## config.mk

```make
export PLATFORM = sky130hd
export DESIGN_NAME = integer_hash_set
export DESIGN_NICKNAME = d
export VERILOG_FILES = /design/src/rtl/ihs_pkg.sv /design/src/rtl/integer_hash_set.sv
export VERILOG_INCLUDE_DIRS = /design/src /design/src/rtl
export SDC_FILE = /design/constraint.sdc
export NUM_CORES = 2
export LEC_CHECK = 0
export ABC_AREA = 0
export BUFFER_PORTS_ARGS = -buffer_cell sky130_fd_sc_hd__buf_2
export CORE_MARGIN = 2
export CORE_UTILIZATION = 50
export CTS_BUF_LIST = sky130_fd_sc_hd__clkbuf_16
export CTS_CLUSTER_DIAMETER = 40
export CTS_CLUSTER_SIZE = 40
export DETAILED_ROUTE_END_ITERATION = 10
export PLACE_DENSITY = 0.66
export RECOVER_POWER = 25
export SLEW_MARGIN = 20
export SYNTH_ARGS = -nofsm -noshare
export SYNTH_HDL_FRONTEND = slang
export SYNTH_SLANG_ARGS = --single-unit
```

## constraint.sdc

```tcl
create_clock -name aclk -period 20.5 [get_ports aclk]
set_input_delay 1.025 -clock aclk [delete_from_list [all_inputs] [get_ports aclk]]
set_output_delay 1.025 -clock aclk [all_outputs]
set_load 0.1 [all_outputs]
```

## src/rtl/integer_hash_set_macros.svh

```systemverilog
// ============================================================================
// integer_hash_set_macros
// Assertion macros shared by the hash set RTL. Each use expands to one
// labeled concurrent assertion that reports through $error.
// ============================================================================
`ifndef INTEGER_HASH_SET_MACROS_SVH
`define INTEGER_HASH_SET_MACROS_SVH

// Same-cycle implication: whenever ante holds, cons must hold too.
`define IHS_ASSERT_IMPL(label, clk, rst_n, ante, cons, msg) \
    label: assert property (@(posedge clk) disable iff (!(rst_n)) (ante) |-> (cons)) \
        else $error(msg);

// Next-cycle implication: whenever ante holds, cons must hold in the next cycle.
`define IHS_ASSERT_NEXT(label, clk, rst_n, ante, cons, msg) \
    label: assert property (@(posedge clk) disable iff (!(rst_n)) (ante) |=> (cons)) \
        else $error(msg);

`endif

```

## src/rtl/ihs_pkg.sv

```systemverilog
// ============================================================================
// ihs_pkg
// Types and constants of the integer hash set.
// ============================================================================
`default_nettype none

package ihs_pkg;

    localparam int unsigned DEF_BUCKETS = 16;
    localparam int unsigned DEF_WAYS    = 4;

    localparam int unsigned KEY_W       = 32;
    localparam int unsigned CMD_W       = 2;
    localparam int unsigned COUNT_W     = 7;
    localparam int unsigned M_TDATA_W   = 16;

    // Result queue depth; a power of two that covers the pipeline round trip.
    localparam int unsigned FIFO_DEPTH  = 8;

    typedef enum logic [CMD_W-1:0] {
        CMD_INSERT   = 2'd0,
        CMD_CONTAINS = 2'd1,
        CMD_REMOVE   = 2'd2,
        CMD_CLEAR    = 2'd3
    } cmd_t;

    // One result, first member in the highest bits.
    typedef struct packed {
        logic               is_empty;
        logic [COUNT_W-1:0] entry_count;
        logic               bucket_full;
        logic               hit;
    } res_t;

endpackage

`default_nettype wire

```

## src/rtl/integer_hash_set.sv

```systemverilog
// A request moves through st1, st2 and st3, then its result is queued for the m_ side.
// Throughput: one request per cycle while m_tready keeps up; a row read-modify-write per
// cycle, with the last written row forwarded to a request that reads the same bucket.
// Reset: pipeline, result queue, element count and per-bucket live bits clear at once;
// the row memory itself is not cleared and no clearing pass is needed.
// ============================================================================
// integer_hash_set
// Bounded set of signed 32-bit integers, stored as BUCKETS rows of WAYS ways.
// ============================================================================
`default_nettype none

`include "integer_hash_set_macros.svh"

module integer_hash_set
    import ihs_pkg::*;
#(
    parameter int unsigned BUCKETS = DEF_BUCKETS,
    parameter int unsigned WAYS    = DEF_WAYS
) (
    input  wire logic                 aclk,
    input  wire logic                 aresetn,

    input  wire logic                 s_tvalid,
    output logic                      s_tready,
    input  wire logic [KEY_W-1:0]     s_tdata,   // [31:0] value (signed)
    input  wire logic [CMD_W-1:0]     s_tuser,   // [1:0] cmd

    output logic                      m_tvalid,
    input  wire logic                 m_tready,
    output logic [M_TDATA_W-1:0]      m_tdata    // [0] hit, [1] bucket_full,
                                                 // [8:2] entry_count, [9] is_empty
);

    // ------------------------------------------------------------------------
    // Derived sizes.
    // ------------------------------------------------------------------------
    localparam int unsigned BKT_W   = $clog2(BUCKETS);
    localparam int unsigned SLOTS   = BUCKETS * WAYS;
    localparam int unsigned CNT_W   = $clog2(SLOTS + 1);

    // The bucket is found by folding the magnitude into a short byte-weighted
    // sum with the same residue, then reducing that sum with a reciprocal.
    localparam int unsigned SUM_MAX = 255 * (1 + 3 * (BUCKETS - 1));
    localparam int unsigned SUM_W   = $clog2(SUM_MAX + 1);
    localparam int unsigned C1      = 256 % BUCKETS;
    localparam int unsigned C2      = 65536 % BUCKETS;
    localparam int unsigned C3      = 16777216 % BUCKETS;
    localparam int unsigned RECIP   = (1 << SUM_W) / BUCKETS;

    localparam int unsigned PTR_W   = $clog2(FIFO_DEPTH);
    localparam int unsigned OCC_W   = PTR_W + 1;
    localparam int unsigned CRD_W   = PTR_W + 2;

    typedef struct packed {
        logic [WAYS-1:0]            valid;
        logic [WAYS-1:0][KEY_W-1:0] key;
    } row_t;

    // ------------------------------------------------------------------------
    // Declarations.
    // ------------------------------------------------------------------------
    logic                   accept_c;
    logic [KEY_W-1:0]       mag_c;
    logic [SUM_W-1:0]       sum_c;

    logic                   st1_v_reg, st2_v_reg, st3_v_reg;
    cmd_t                   st1_cmd_reg, st2_cmd_reg, st3_cmd_reg;
    logic [KEY_W-1:0]       st1_key_reg, st2_key_reg, st3_key_reg;
    logic [SUM_W-1:0]       st1_sum_reg, st2_sum_reg;
    logic [SUM_W-1:0]       st2_quo_reg;
    logic [BKT_W-1:0]       st3_bkt_reg;

    logic [2*SUM_W-1:0]     prod_c;
    logic [SUM_W-1:0]       qm_c;
    logic [SUM_W-1:0]       rem_c;
    logic [SUM_W-1:0]       bkt_full_c;
    logic [BKT_W-1:0]       bkt_c;

    row_t                   row_mem [BUCKETS];
    row_t                   rd_row_reg;
    logic [BUCKETS-1:0]     row_live_reg;

    logic                   fwd_valid_reg;
    logic [BKT_W-1:0]       fwd_bkt_reg;
    row_t                   fwd_row_reg;

    row_t                   row_eff_c;
    logic [WAYS-1:0]        vld_eff_c;
    logic [WAYS-1:0]        match_c;
    logic [WAYS-1:0]        free_c;
    logic [WAYS-1:0]        pick_c;
    logic                   found_c;
    logic                   room_c;
    logic                   wr_en_c;
    logic                   clr_c;
    logic                   hit_c;
    logic                   full_c;
    row_t                   row_new_c;
    res_t                   res_c;

    logic [CNT_W-1:0]       count_reg;
    logic [CNT_W-1:0]       count_next;

    res_t                   res_fifo [FIFO_DEPTH];
    logic [PTR_W-1:0]       wr_ptr_reg, rd_ptr_reg;
    logic [OCC_W-1:0]       occ_reg;
    logic [OCC_W-1:0]       occ_next;
    logic                   pop_c;
    logic [CRD_W-1:0]       credit_c;

    // ------------------------------------------------------------------------
    // Request intake. A request is taken only when the result queue has room
    // for it and for every request still in the pipeline, so the pipeline
    // never has to stall and the memory read data never has to be held.
    // ------------------------------------------------------------------------
    assign credit_c = CRD_W'(occ_reg) + CRD_W'(st1_v_reg) + CRD_W'(st2_v_reg)
                    + CRD_W'(st3_v_reg);
    assign s_tready = (credit_c < CRD_W'(FIFO_DEPTH));
    assign accept_c = s_tvalid && s_tready;

    // Magnitude of the key; the most negative value maps to 2^31 unchanged.
    assign mag_c = s_tdata[KEY_W-1] ? (KEY_W'(0) - s_tdata) : s_tdata;

    // Each byte weighted by 256^i mod BUCKETS keeps the residue of the key.
    assign sum_c = SUM_W'(mag_c[7:0])
                 + SUM_W'(mag_c[15:8])  * SUM_W'(C1)
                 + SUM_W'(mag_c[23:16]) * SUM_W'(C2)
                 + SUM_W'(mag_c[31:24]) * SUM_W'(C3);

    // ------------------------------------------------------------------------
    // Bucket reduction. The reciprocal quotient is at most one below the true
    // quotient, so a single compare and subtract finishes the remainder.
    // ------------------------------------------------------------------------
    assign prod_c     = (2*SUM_W)'(st1_sum_reg) * (2*SUM_W)'(RECIP);
    assign qm_c       = SUM_W'(st2_quo_reg * SUM_W'(BUCKETS));
    assign rem_c      = st2_sum_reg - qm_c;
    assign bkt_full_c = (rem_c >= SUM_W'(BUCKETS)) ? (rem_c - SUM_W'(BUCKETS)) : rem_c;
    assign bkt_c      = bkt_full_c[BKT_W-1:0];

    // ------------------------------------------------------------------------
    // Row memory: one row per bucket, read in the cycle the bucket is known,
    // written back in the next cycle by the execute stage.
    // ------------------------------------------------------------------------
    always_ff @(posedge aclk) begin
        if (wr_en_c) begin
            row_mem[st3_bkt_reg] <= row_new_c;
        end
        rd_row_reg <= row_mem[bkt_c];
    end

    // ------------------------------------------------------------------------
    // Execute stage. The request right behind a write read the memory in the
    // same cycle as that write, so it takes the written row from the forward
    // register instead. A bucket whose live bit is low reads as empty, which
    // is how a clear empties every row without a clearing pass.
    // ------------------------------------------------------------------------
    always_comb begin
        row_eff_c = (fwd_valid_reg && (fwd_bkt_reg == st3_bkt_reg)) ? fwd_row_reg
                                                                     : rd_row_reg;
        vld_eff_c = row_live_reg[st3_bkt_reg] ? row_eff_c.valid : '0;
        for (int w = 0; w < WAYS; w++) begin
            match_c[w] = vld_eff_c[w] && (row_eff_c.key[w] == st3_key_reg);
        end
        found_c = |match_c;
        free_c  = ~vld_eff_c;
        pick_c  = free_c & (~free_c + WAYS'(1));
        room_c  = |free_c;

        wr_en_c         = 1'b0;
        clr_c           = 1'b0;
        hit_c           = 1'b0;
        full_c          = 1'b0;
        count_next      = count_reg;
        row_new_c       = row_eff_c;
        row_new_c.valid = vld_eff_c;

        if (st3_v_reg) begin
            case (st3_cmd_reg)
                CMD_INSERT: begin
                    if (!found_c) begin
                        if (room_c) begin
                            wr_en_c         = 1'b1;
                            hit_c           = 1'b1;
                            row_new_c.valid = vld_eff_c | pick_c;
                            for (int w = 0; w < WAYS; w++) begin
                                if (pick_c[w]) begin
                                    row_new_c.key[w] = st3_key_reg;
                                end
                            end
                            count_next = count_reg + CNT_W'(1);
                        end else begin
                            full_c = 1'b1;
                        end
                    end
                end
                CMD_CONTAINS: begin
                    hit_c = found_c;
                end
                CMD_REMOVE: begin
                    if (found_c) begin
                        wr_en_c         = 1'b1;
                        hit_c           = 1'b1;
                        row_new_c.valid = vld_eff_c & ~match_c;
                        count_next      = count_reg - CNT_W'(1);
                    end
                end
                CMD_CLEAR: begin
                    clr_c      = 1'b1;
                    count_next = '0;
                end
                default: begin
                end
            endcase
        end

        res_c.hit         = hit_c;
        res_c.bucket_full = full_c;
        res_c.entry_count = COUNT_W'(count_next);
        res_c.is_empty    = (count_next == '0);
    end

    // ------------------------------------------------------------------------
    // Result queue.
    // ------------------------------------------------------------------------
    assign m_tvalid = (occ_reg != '0);
    assign m_tdata  = M_TDATA_W'(res_fifo[rd_ptr_reg]);
    assign pop_c    = m_tvalid && m_tready;
    assign occ_next = occ_reg + OCC_W'(st3_v_reg) - OCC_W'(pop_c);

    always_ff @(posedge aclk) begin
        if (st3_v_reg) begin
            res_fifo[wr_ptr_reg] <= res_c;
        end
    end

    // ------------------------------------------------------------------------
    // Control registers.
    // ------------------------------------------------------------------------
    always_ff @(posedge aclk) begin
        if (!aresetn) begin
            st1_v_reg     <= 1'b0;
            st2_v_reg     <= 1'b0;
            st3_v_reg     <= 1'b0;
            count_reg     <= '0;
            row_live_reg  <= '0;
            fwd_valid_reg <= 1'b0;
            wr_ptr_reg    <= '0;
            rd_ptr_reg    <= '0;
            occ_reg       <= '0;
        end else begin
            st1_v_reg     <= accept_c;
            st2_v_reg     <= st1_v_reg;
            st3_v_reg     <= st2_v_reg;
            count_reg     <= count_next;
            fwd_valid_reg <= wr_en_c;
            if (clr_c) begin
                row_live_reg <= '0;
            end else if (wr_en_c) begin
                row_live_reg[st3_bkt_reg] <= 1'b1;
            end
            if (st3_v_reg) begin
                wr_ptr_reg <= wr_ptr_reg + PTR_W'(1);
            end
            if (pop_c) begin
                rd_ptr_reg <= rd_ptr_reg + PTR_W'(1);
            end
            occ_reg <= occ_next;
        end
    end

    // ------------------------------------------------------------------------
    // Pipeline payload registers.
    // ------------------------------------------------------------------------
    always_ff @(posedge aclk) begin
        if (accept_c) begin
            st1_cmd_reg <= cmd_t'(s_tuser);
            st1_key_reg <= s_tdata;
            st1_sum_reg <= sum_c;
        end
        st2_cmd_reg <= st1_cmd_reg;
        st2_key_reg <= st1_key_reg;
        st2_sum_reg <= st1_sum_reg;
        st2_quo_reg <= prod_c[2*SUM_W-1:SUM_W];
        st3_cmd_reg <= st2_cmd_reg;
        st3_key_reg <= st2_key_reg;
        st3_bkt_reg <= bkt_c;
        fwd_bkt_reg <= st3_bkt_reg;
        fwd_row_reg <= row_new_c;
    end

    // ------------------------------------------------------------------------
    // Assertions.
    // ------------------------------------------------------------------------
    `IHS_ASSERT_IMPL(a_queue_no_overflow, aclk, aresetn, st3_v_reg && !pop_c, occ_reg < OCC_W'(FIFO_DEPTH), "result queue overflow")
    `IHS_ASSERT_IMPL(a_bucket_in_range, aclk, aresetn, st2_v_reg, bkt_full_c < SUM_W'(BUCKETS), "bucket reduction out of range")
    `IHS_ASSERT_NEXT(a_insert_counts, aclk, aresetn, st3_v_reg && (st3_cmd_reg == CMD_INSERT) && hit_c, count_reg == $past(count_reg) + CNT_W'(1), "insert did not advance the count")
    `IHS_ASSERT_NEXT(a_clear_empties, aclk, aresetn, st3_v_reg && (st3_cmd_reg == CMD_CLEAR), (count_reg == '0) && (row_live_reg == '0), "clear left entries behind")

endmodule

`default_nettype wire
```

== Yosys cells after proc, flatten, opt, wreduce, memory -nomap -nowiden ==
Memories as Yosys holds them, arrays and structs flattened. A register that Yosys moved wholly into a read port is not among the register bits.
Index checks and enable logic that the tools add are counted.

* Bits in registers: 299
* RAM bits: 2,192
* Output and inout bits: 18
* Memories: 2
* Word-level logic and storage cells: 116

{| class="wikitable"
|+ Memory list
! memory !! words !! width !! rd ports !! clocked after memory_dff !! write ports !! line !! RTL
|-
| row_mem || 16 || 132 || 1 || 1 || 1 || integer_hash_set.sv:79 || <nowiki>row_t row_mem [BUCKETS];</nowiki>
|-
| res_fifo || 8 || 10 || 1 || 1 || 1 || integer_hash_set.sv:104 || <nowiki>res_t res_fifo [FIFO_DEPTH];</nowiki>
|}

* Reductions and logical operators: 14
* Equal/unequal tests: 8
* Muxes and demuxes: 42
* Order comparisons: 4
* $add $sub $neg: 13
* Bitwise operators: 8

{| class="wikitable"
|+ Operators with widths
! operator !! count
|-
| $mux 132 || 4
|-
| $eq 32x32->1 || 4
|-
| $mux 128 || 1
|-
| $mux 32 || 4
|-
| $mux 7 || 4
|-
| $pmux 7 s3 || 1
|-
| $mux 1 || 17
|-
| $or 16x16->16 || 1
|-
| $ge 14x5->1 const B || 1
|-
| $mux 4 || 3
|-
| $not 4->4 || 3
|-
| $add 5x1->5 || 2
|-
| $sub 8x8->9 || 1
|-
| $and 4x4->4 || 2
|-
| $logic_and 1x1->1 || 8
|-
| $mux 8 || 1
|-
| $pmux 4 s2 || 1
|-
| $reduce_or 4->1 || 2
|-
| $sub 1x8->8 const A || 1
|-
| $add 7x1->7 const B || 1
|-
| $logic_not 7->1 || 1
|-
| $sub 7x1->7 const B || 1
|-
| $add 3x1->3 const B || 2
|-
| $mux 3 || 2
|-
| 20 further kinds || 21
|}

== Logic depth before layout (Yosys ltp) ==
* Depth in word-level cells: 13
* Depth in mapped cells: 18
* Gate-level depth less buffers: 12

== Worst setup path after synthesis ==
No wires, ideal clock.

* Path type: flip-flop to flip-flop
* From: register st3_bkt_reg[1]
* To: memory row_mem[2][0] (netlist bit) (enable)
* Cell stages (with the launch flop): 16
* Arrival time: 12.068 ns
* Path buffers: 4
* Setup slack: 7.647 ns
* Library setup time: 0.785 ns
* Period minus slack after synthesis: 12.853 ns
* Cells stage by stage: dfxtp_1 -> buf_4 -> or2b_2 -> o2111ai_4 -> nor3_4 -> buf_6 -> mux2_2 -> a222oi_1 -> nand4_1 -> o2111ai_2 -> buf_6 -> nand2_1 -> a21oi_1 -> nand2_1 -> clkbuf_1 -> nor3_1

* Cells in the longest elaborated chain, start to end: 12
* Elaborated cells on any way between the ends: 24
* Those cells by class: eq/ne (5); mux (11); bitwise (1); reduce/logical (7)

{| class="wikitable"
|+ RTL lines
! element !! line !! RTL
|-
| start, declared || integer_hash_set.sv:71 || <nowiki>logic [BKT_W-1:0] st3_bkt_reg;</nowiki>
|-
| start signal, assigned || integer_hash_set.sv:286 || <nowiki>st3_bkt_reg <= bkt_c;</nowiki>
|-
| branches (longest 12 deep; another with $mux 132) || -- ||
|-
| end, declared || integer_hash_set.sv:79 ||
|}

Parallel ways; which one is timed is not known. The select of a mux whose other input is x is not followed.

==> impl_metrics.env <==
export IMPL_violations="capacitance limit, slew limit"
export IMPL_largest_register_ffs=2112
export IMPL_drive_above_1_share_pct=27.50
export IMPL_grt_pass1_wl_um=356000
export IMPL_dp_hpwl_um=139500
export IMPL_yosys_area_top_type_share_pct=67.94
export IMPL_status="complete, but fails checks"
export IMPL_grt_max_degree=141
export IMPL_syn_inst=4737
export IMPL_required_ps=20800
export IMPL_critPathMaxFanout=68
export IMPL_finalCritPeriodShare_pct=59.18
export IMPL_antenna_found_initial=12
export IMPL_vdd_drop_max_mv=0.1028
export IMPL_die_h_um=447.9
export IMPL_grt_util_all_layers_pct=24.73
export IMPL_synthDistinctLibCells=73
export IMPL_htreeDepth=5
export IMPL_fin_util_pct=58.63
export IMPL_period_minus_slack_ps=12130
export IMPL_post_cts_buffers=0
export IMPL_die_area_mm2=0.2006
export IMPL_cts_made_buffers=353
export IMPL_start_util_pct=50.42
export IMPL_io_buffer_count=49
export IMPL_skew_ps=98.82
export IMPL_rsz0062_at_grt="false"
export IMPL_crit_type="flip-flop to flip-flop"
export IMPL_worst_pin_slew_ps=4959
export IMPL_r2r_start="st3_bkt_reg[0]"
export IMPL_final_setup_worst_slack_ps=8368
export IMPL_arrival_ps=12430
export IMPL_cap_violations=22
export IMPL_dp_worst_setup_slack_ps=12360
export IMPL_first_pass_iters=6
export IMPL_cts_tree="built"
export IMPL_grt_overflow_total=0
export IMPL_rrSetupSlack_ps=8370
export IMPL_leakage_nw=36.53
export IMPL_wl_um=245700
export IMPL_cts_resized=0
export IMPL_num_rows=162
export IMPL_drt_initial_drc_count=5862
export IMPL_fin_setup_tns_ps=0
export IMPL_via_per_inst=6.146
export IMPL_cts_sinks=2611
export IMPL_reg2reg_to="row_mem[8][2]"
export IMPL_p_per_area_mw_per_mm2=127.9
export IMPL_slew_headroom_pct=-230.6
export IMPL_wl_per_cell_um=30.77
export IMPL_synth_edf_count=2229
export IMPL_place_gp_congestion=0.9477
export IMPL_io_pins=56
export IMPL_yosys_warnings=0
export IMPL_synth_async_reset_ratio_pct=0
export IMPL_clock_latency_ps=960
export IMPL_ys_ff_latch=2611
export IMPL_hold_buffers=0
export IMPL_synth_area_mm2=0.09852
export IMPL_maxSlewViolCount=998
export IMPL_ant_nets=0
export IMPL_grt_pass1_vias=49510
export IMPL_synth_main_ff_cell="edfxtp_1"
export IMPL_cts_path_max_buffers=4
export IMPL_placed_cells=7348
export IMPL_drc=0
export IMPL_synth_area_leaders="edfxtp_1 68%, mux4_2 15%, dfxtp_1 7.8%, mux2i_1 1.0%, xnor2_1 0.93%"
export IMPL_crit_end="row_mem[8][2]"
export IMPL_fmax_mhz=82.43
export IMPL_setup_viol=0
export IMPL_worstHoldPathType="input pin to flip-flop"
export IMPL_instances_no_fill=7985
export IMPL_setup_worst_path_start="st3_bkt_reg[0]"
export IMPL_cp_end_kind="flip-flop"
export IMPL_synth_seq_area_share_pct=75.70
export IMPL_vias=49080
export IMPL_fin_nets=5137
export IMPL_synthToLayoutAreaGrowth_pct=16.28
export IMPL_worstSetupStartpointType="flip-flop"
export IMPL_clk_pin_slew_ps=70
export IMPL_syn_mean_instance_area_um2=20.80
export IMPL_fill_cells=13980
export IMPL_final_hold_violation_count=0
export IMPL_die_x_um=447.9
export IMPL_worstRegToRegCells=13
export IMPL_clock_root_buffer="clkbuf_16"
export IMPL_coreArea_mm2=0.1954
export IMPL_yosys_area_top_type="edfxtp_1"
## through the flow
stage,cell area (um2),hold slack (ps),total power (W)
4_1_cts,114900,171.6,0.01473
2_1_floorplan,98540,309.6,0.007732
6_report,114600,247.3,0.01465
3_3_place_gp,102700,321.1,0.008526
5_1_grt,114600,202.0,0.01510
3_5_place_dp,102900,319.0,0.008562
## kinds of logic after synthesis
| group | after synthesis | synth area share (%) |
|---|---|---|
| multiplexers | 796 | 16.69 |
| buffers and inverters | 331 | 1.335 |
| AND/OR/NAND/NOR | 492 | 2.383 |
| XOR/XNOR | 169 | 1.502 |
| AO/OA/AOI/OAI | 318 | 2.123 |
| other | 1 | 0.003806 |
| adder cells (fa/ha/maj) | 19 | 0.2565 |
| flip-flops | 2611 | 75.70 |
## critical path, stage by stage, from the launching register on
cell	delay [ps]
dfxtp_1	550
clkbuf_1	740
inv_1	520
o2111a_1	430
nand3_1	190
clkbuf_1	2730
nor4_1	560
o22ai_1	500
or4bb_1	200
o2111ai_1	660
nor2_1	550
nand3_1	2280
nor2_1	1240
a31oi_2	350
## Yosys cell counts (all sizes together), types with 7 or more instances
cell type / instances
nor2: 86
a211oi: 10
mux4: 676
a222oi: 8
o22ai: 22
o2111ai: 8
nand2: 201
o2bb2ai: 8
ha: 17
nor2b: 17
o221ai: 11
edfxtp: 2229
xor2: 64
mux2: 17
inv: 68
a31oi: 32
nand4: 36
nand2b: 28
a221oi: 10
nand3: 30
a21oi: 46
nor4: 26
o21ai: 106
clkbuf: 167
o31ai: 16
xnor2: 105
mux2i: 103
nor3: 20
a22o: 7
buf: 96
dfxtp: 382
and2: 21
## layout by cell type, fill, tap and decap left out, types with 20 or more instances in the layout
| cell type | n |
|---|---|
| clkinv_4 | 25 |
| inv_8 | 38 |
| xor2_1 | 64 |
| o22ai_1 | 22 |
| clkbuf_1 | 114 |
| nand4_1 | 36 |
| mux4_2 | 676 |
| o21ai_0 | 104 |
| buf_2 | 31 |
| xnor2_1 | 105 |
| nand3_1 | 30 |
| a21oi_1 | 41 |
| clkinv_2 | 26 |
| clkinvlp_4 | 35 |
| buf_4 | 90 |
| clkbuf_16 | 360 |
| nand2_1 | 201 |
| a31oi_2 | 20 |
| inv_1 | 82 |
| nand2b_1 | 28 |
| edfxtp_1 | 2229 |
| dfxtp_1 | 381 |
| nor2_1 | 76 |
| bufinv_16 | 34 |
| mux2i_1 | 102 |
| clkinv_1 | 20 |
| nor4_1 | 26 |
| inv_6 | 51 |
## how the worst min path moves through the flow
stage / to / from / depth (start not counted)
final: st1_key_reg[23] / s_tdata[23] / 1
after global routing: st1_key_reg[29] / s_tdata[29] / 1
after CTS: st1_key_reg[23] / s_tdata[23] / 1
after detailed placement: st3_cmd_reg[0] / st2_cmd_reg[0] / 0
after global placement: st3_cmd_reg[0] / st2_cmd_reg[0] / 0
after floorplan: st3_cmd_reg[0] / st2_cmd_reg[0] / 0
## routing by layer
layer	GRT usage (%)	part of all wire [%]
met3	3.901	7.4
met5	0	0.0085
met2	38.87	48
met1	35.86	42
met4	7.894	3.1
## report_power, final
| part | switching, W | internal (W) |
|---|---|---|
| sequential | 0.000343 | 0.00634 |
| combinational | 0.00111 | 0.000683 |
| clock | 0.00245 | 0.00373 |
| total | 0.00391 | 0.0107 |
## layout make-up
type	count	area (um2)	area share (%)
Sequential cell	2611	74590	65.11
Multi-Input combinational cell	1800	22900	19.99
Clock buffer	360	9009	7.864
Tap cell	2624	3283	2.866
Clock inverter	271	3023	2.639
Timing Repair Buffer	246	1494	1.304
Inverter	68	255.2	0.2228
Antenna cell	5	12.51	0.01092
(Power assumes the default switching activity.)
